`src/rtl/psd_sqrt.sv`:
```
// Pipelined floor integer square root, one root bit per register stage.
`timescale 1ns / 1ps
module psd_sqrt #(
  parameter int unsigned RW  = 17,  // root width, radicand is twice as wide
  parameter int unsigned SBW = 8
) (
  input  logic            clk_i,
  input  logic            rst_ni,
  input  logic            valid_i,
  input  logic [2*RW-1:0] rad_i,
  input  logic [SBW-1:0]  sb_i,
  output logic            valid_o,
  output logic [RW-1:0]   root_o,
  output logic [SBW-1:0]  sb_o
);

  logic            v_q    [RW];
  logic [RW+1:0]   rem_q  [RW];
  logic [2*RW-1:0] rad_q  [RW];
  logic [RW-1:0]   root_q [RW];
  logic [SBW-1:0]  sb_q   [RW];

  for (genvar k = 0; k < RW; k++) begin : g_stage
    logic            v_in;
    logic [RW+1:0]   rem_in;
    logic [2*RW-1:0] rad_in;
    logic [RW-1:0]   root_in;
    logic [SBW-1:0]  sb_in;
    logic [RW+1:0]   cand;
    logic [RW+1:0]   trial;
    logic            ge;

    if (k == 0) begin : g_first
      assign v_in    = valid_i;
      assign rem_in  = '0;
      assign rad_in  = rad_i;
      assign root_in = '0;
      assign sb_in   = sb_i;
    end else begin : g_next
      assign v_in    = v_q[k-1];
      assign rem_in  = rem_q[k-1];
      assign rad_in  = rad_q[k-1];
      assign root_in = root_q[k-1];
      assign sb_in   = sb_q[k-1];
    end

    // remainder stays below 2*root + 1, so its low RW bits hold it
    assign cand  = {rem_in[RW-1:0], rad_in[2*RW-1 -: 2]};
    assign trial = {root_in, 2'b01};
    assign ge    = (cand >= trial);

    always_ff @(posedge clk_i or negedge rst_ni) begin
      if (!rst_ni) begin
        v_q[k] <= 1'b0;
      end else begin
        v_q[k] <= v_in;
      end
    end

    always_ff @(posedge clk_i) begin
      rem_q[k]  <= ge ? (cand - trial) : cand;
      rad_q[k]  <= rad_in << 2;
      root_q[k] <= {root_in[RW-2:0], ge};
      sb_q[k]   <= sb_in;
    end
  end

  assign valid_o = v_q[RW-1];
  assign root_o  = root_q[RW-1];
  assign sb_o    = sb_q[RW-1];

endmodule

```
`config.mk`:
```
export PLATFORM = sky130hd
export DESIGN_NAME = psd_sqrt
export DESIGN_NICKNAME = d
export VERILOG_FILES = /design/src/rtl/psd_sqrt.sv
export SDC_FILE = /design/constraint.sdc
export NUM_CORES = 1
export LEC_CHECK = 0
export ABC_AREA = 1
export BUFFER_PORTS_ARGS = -buffer_cell sky130_fd_sc_hd__buf_2
export CAP_MARGIN = 20
export CORE_MARGIN = 2
export CORE_UTILIZATION = 40
export CTS_BUF_LIST = sky130_fd_sc_hd__clkbuf_8
export DETAILED_ROUTE_END_ITERATION = 8
export PLACE_DENSITY = 0.55
export SLEW_MARGIN = 25
export SYNTH_ARGS = -nofsm -noshare
export SYNTH_HDL_FRONTEND = slang
export SYNTH_SLANG_ARGS = --single-unit
```
`constraint.sdc`:
```
create_clock -name clk_i -period 1.9 [get_ports clk_i]
set_input_delay 0.095 -clock clk_i [delete_from_list [all_inputs] [get_ports clk_i]]
set_output_delay 0.095 -clock clk_i [all_outputs]
set_load 0.02 [all_outputs]
```
==> results.md <==
* Synth Area in Simple Gates at around 26%
* # setup viols final at 0
* Share of layout cells above drive strength 1 at a little over a fifth
* Boundary pin count at ~70
* Crit path DAT at 2.50 ns
* Synth Flop Type: dfxtp_1
* DR vias at 25,100
* Largest area contributor in the netlist: dfxtp_1
* Post-route cell area at ~42,000 µm²
* Yosys top cell area share at 50.9%
* Top cells by area, synth: dfxtp_1, nand2_1, inv_1, ha_1, nand3_1
* Syn Inst Count at 3,917
* Post-synth top cells: nand2_1, dfxtp_1, inv_1, nand3_1, nor2_1
* Total wire length at 75,500 µm
* Max_slew headroom at 50.3%
* Fin util at 52.7%
* Gpl congestion at 0.876
* CTS buffer count at 138
* Die Y at 287 µm
* Leak pwr at between 0.02 and 0.025 µW
* YS warnings at 0
* Ratio of final minimum period to clock period at 96.5%
* Synth cell types at 53
* Die width at 287 µm
* Worst Skew at 0.0383 ns
* Number of synthesized flops with an enable pin at 0
* Initial antenna violation count at 3
* Remaining DRCs at 0
* Grt ovf at 0
* Clock slew at reported path FFs at roughly 0.060 ns
* DRT antenna net count at 0
* Slew Viols, Final at 0
* Sink Count at 832
* Hold crit path type: in -> reg
* Sequential area share after synthesis at 52.3%
* Clk root buf: clkbuf_8
* Adder-cell share of the synthesized area at 6.64%
* Max Clock Freq at about 0.55 GHz
* Combinational family with the most area after synthesis: simple AND/OR/NAND/NOR gates
* Synthesis-stage register bit count at 832
* Die Area at 82,400 µm²
* Core Region at about 80,000 µm²
* Mapped cell area at 32,000 µm²
* Dpl cell area at 35,200 µm²
* GRT Util Overall at about 18%
* Final hold viol count at 0
* Multiplexer area fraction after synthesis at 0%
* Cell area power density at 1350 nW/µm²
* RSZ-0062 raised after global routing: yes
* Most common cell in the netlist: nand2_1
* Initial core utilization at 40.5%
* Worst hold margin at 0.100 ns
* Layout Cells excl Fill at 5,610
* First-pass GRT wire length at roughly 120,000 µm
* Required time worst endpoint at 2.56 ns
* Crit path kind: reg -> reg
* DR vias/cell at 4.48
* Sequential Area at around 17,000 µm²
* Synth Area in XOR/XNOR at 2.49%
* DRT Pass-1 Iters at 8
* CP cell instances: inv_1, ha_4, nand2_1, nor2_2, buf_4, nand4_4, clkbuf_16, nand4_1, nand2_1
* Crit end category: register
* Post-DP HPWL at 53,700 µm
* Vias in the first global route at 23,900
* Asr flop ratio synth at 2.04%
* Post-synthesis net count at 4,132
* H-tree Lvls at 4
* Longest Clk Path Bufs at 3
* Rows at between 100 and 150
* Avg Synthesized Cell Area at 8.18 µm²
* Total of max-cap violations at 0
* Detailed router's first-iteration violation count at 1,436
* Largest net degree at the start of global routing at 20
* Slowest cell on crit path: dfxtp_2
* Synth Area in Compound Gates at 3.74%
* Fin Setup TNS at 0 ns
* Tmin final at 1.83 ns
* Critical Path Fanout Max at 6
* CP peak stage delay at 0.37 ns
* Status: complete, no violations
* Worst-margin pin slew at 0.743 ns
* Fillers at 7,451
* Dpl cells at 5,211
* Later-pin clock latency in the skew report at between 0.7 and 0.8 ns
* Area of the multi-input gates at 14,400 µm²
* TritonCTS clock tree: built
* IO buf count at 70
* Layout area overhead at 30.1%
* Top cell by count, worst path: nand2_1
* Crit path launch type: register
* Nets@finish at between 4,000 and 5,000
* Wire per inst at 13.5 µm
* Peak supply drop at 0.000884 V
## critical path: cells and delay by family (launching register included)
kind	cells	cell delay, ns
buf+inv	3	0.50
fa+ha+maj	1	0.31
simple gates	5	0.52
flops	1	0.37
## per-layer routing
layer	GRT usage, %	vias to the layer above	routed length, µm
met4	5.94	0	1650
met1	24.1	11300	36300
met2	28.0	536	33500
li1	-	13200	-
met3	3.81	120	4130
met5	0	-	0
## per-stage QoR
stage / setup WS, ns / total power, µW
final: 0.0666 / 56400
after global routing: -0.0510 / 60400
after CTS: -0.00200 / 54800
after detailed placement: -0.128 / 37600
after global placement: -0.152 / 37600
after floorplan: 0.205 / 32600
## state kept, by name (all words and copies together), names as in the netlist
signal        cells
rad_q           272
rem_q           254
root_q          153
sb_q            136
g_stage.v_in     16
valid_o           1
## final timing paths
path | startpoint | end | slack (ns) | depth (start not counted)
worst max-delay path | root_q[10][0] | rem_q[0][214] | 0.07 | 9
worst min-delay path | rad_i[32] | root_q[0][0] | 0.10 | 3
worst max register to register | root_q[10][0] | rem_q[0][214] | 0.07 | 9
worst min register to register | sb_q[9][2] | sb_q[10][2] | 0.29 | 0
max in group asynchronous | rst_ni | g_stage[5].v_in | 0.97 | 3
min in group asynchronous | rst_ni | g_stage[14].v_in | 0.44 | 3
## cells in the final DEF (no fill, tap or decap), drive strengths merged, types with 98 or more instances in the layout
cell type  count
buf          330
a21oi        126
ha           170
nand4         98
nand3        227
dfxtp        815
nor2         217
nand2       1255
inv          734
clkbuf       172
## final cells by class
cell class                 count  area share (%)
multi-input combinational   2377            34.5
timing repair buffer         422            8.73
inverter                     683            6.17
sequential                   832            40.4
tap                         1050            3.15
clock buffer                 168            5.55
clock inverter                76            1.55
antenna                        2          0.0120
## power breakdown
part           switching (µW)  internal [µW]
Combinational            9730           7420
Clock                    7380           8930
Sequential               2420          20500
Total                   19500          36800
## repair_timing
action	CTS	global route
pin swaps	13	74
hold buffers	88	0
gates cloned	3	17
setup endpoints to repair	87	238
hold endpoints to repair	61	0
resized for setup	50	330
buffers inserted	14	31
## cell families (layout without fill, tap and decap cells)
| group | after synthesis | after routing |
|---|---|---|
| AOI/OAI and AO/OA | 221 | 221 |
| xor gates and xnor gates | 91 | 91 |
| adders and majority gates | 170 | 170 |
| buffers and inverters | 721 | 1349 |
| DFF | 832 | 832 |
| other | 1 | 3 |
| and+or+nand+nor | 1881 | 1894 |
Power figures use the tool's default switching activity.
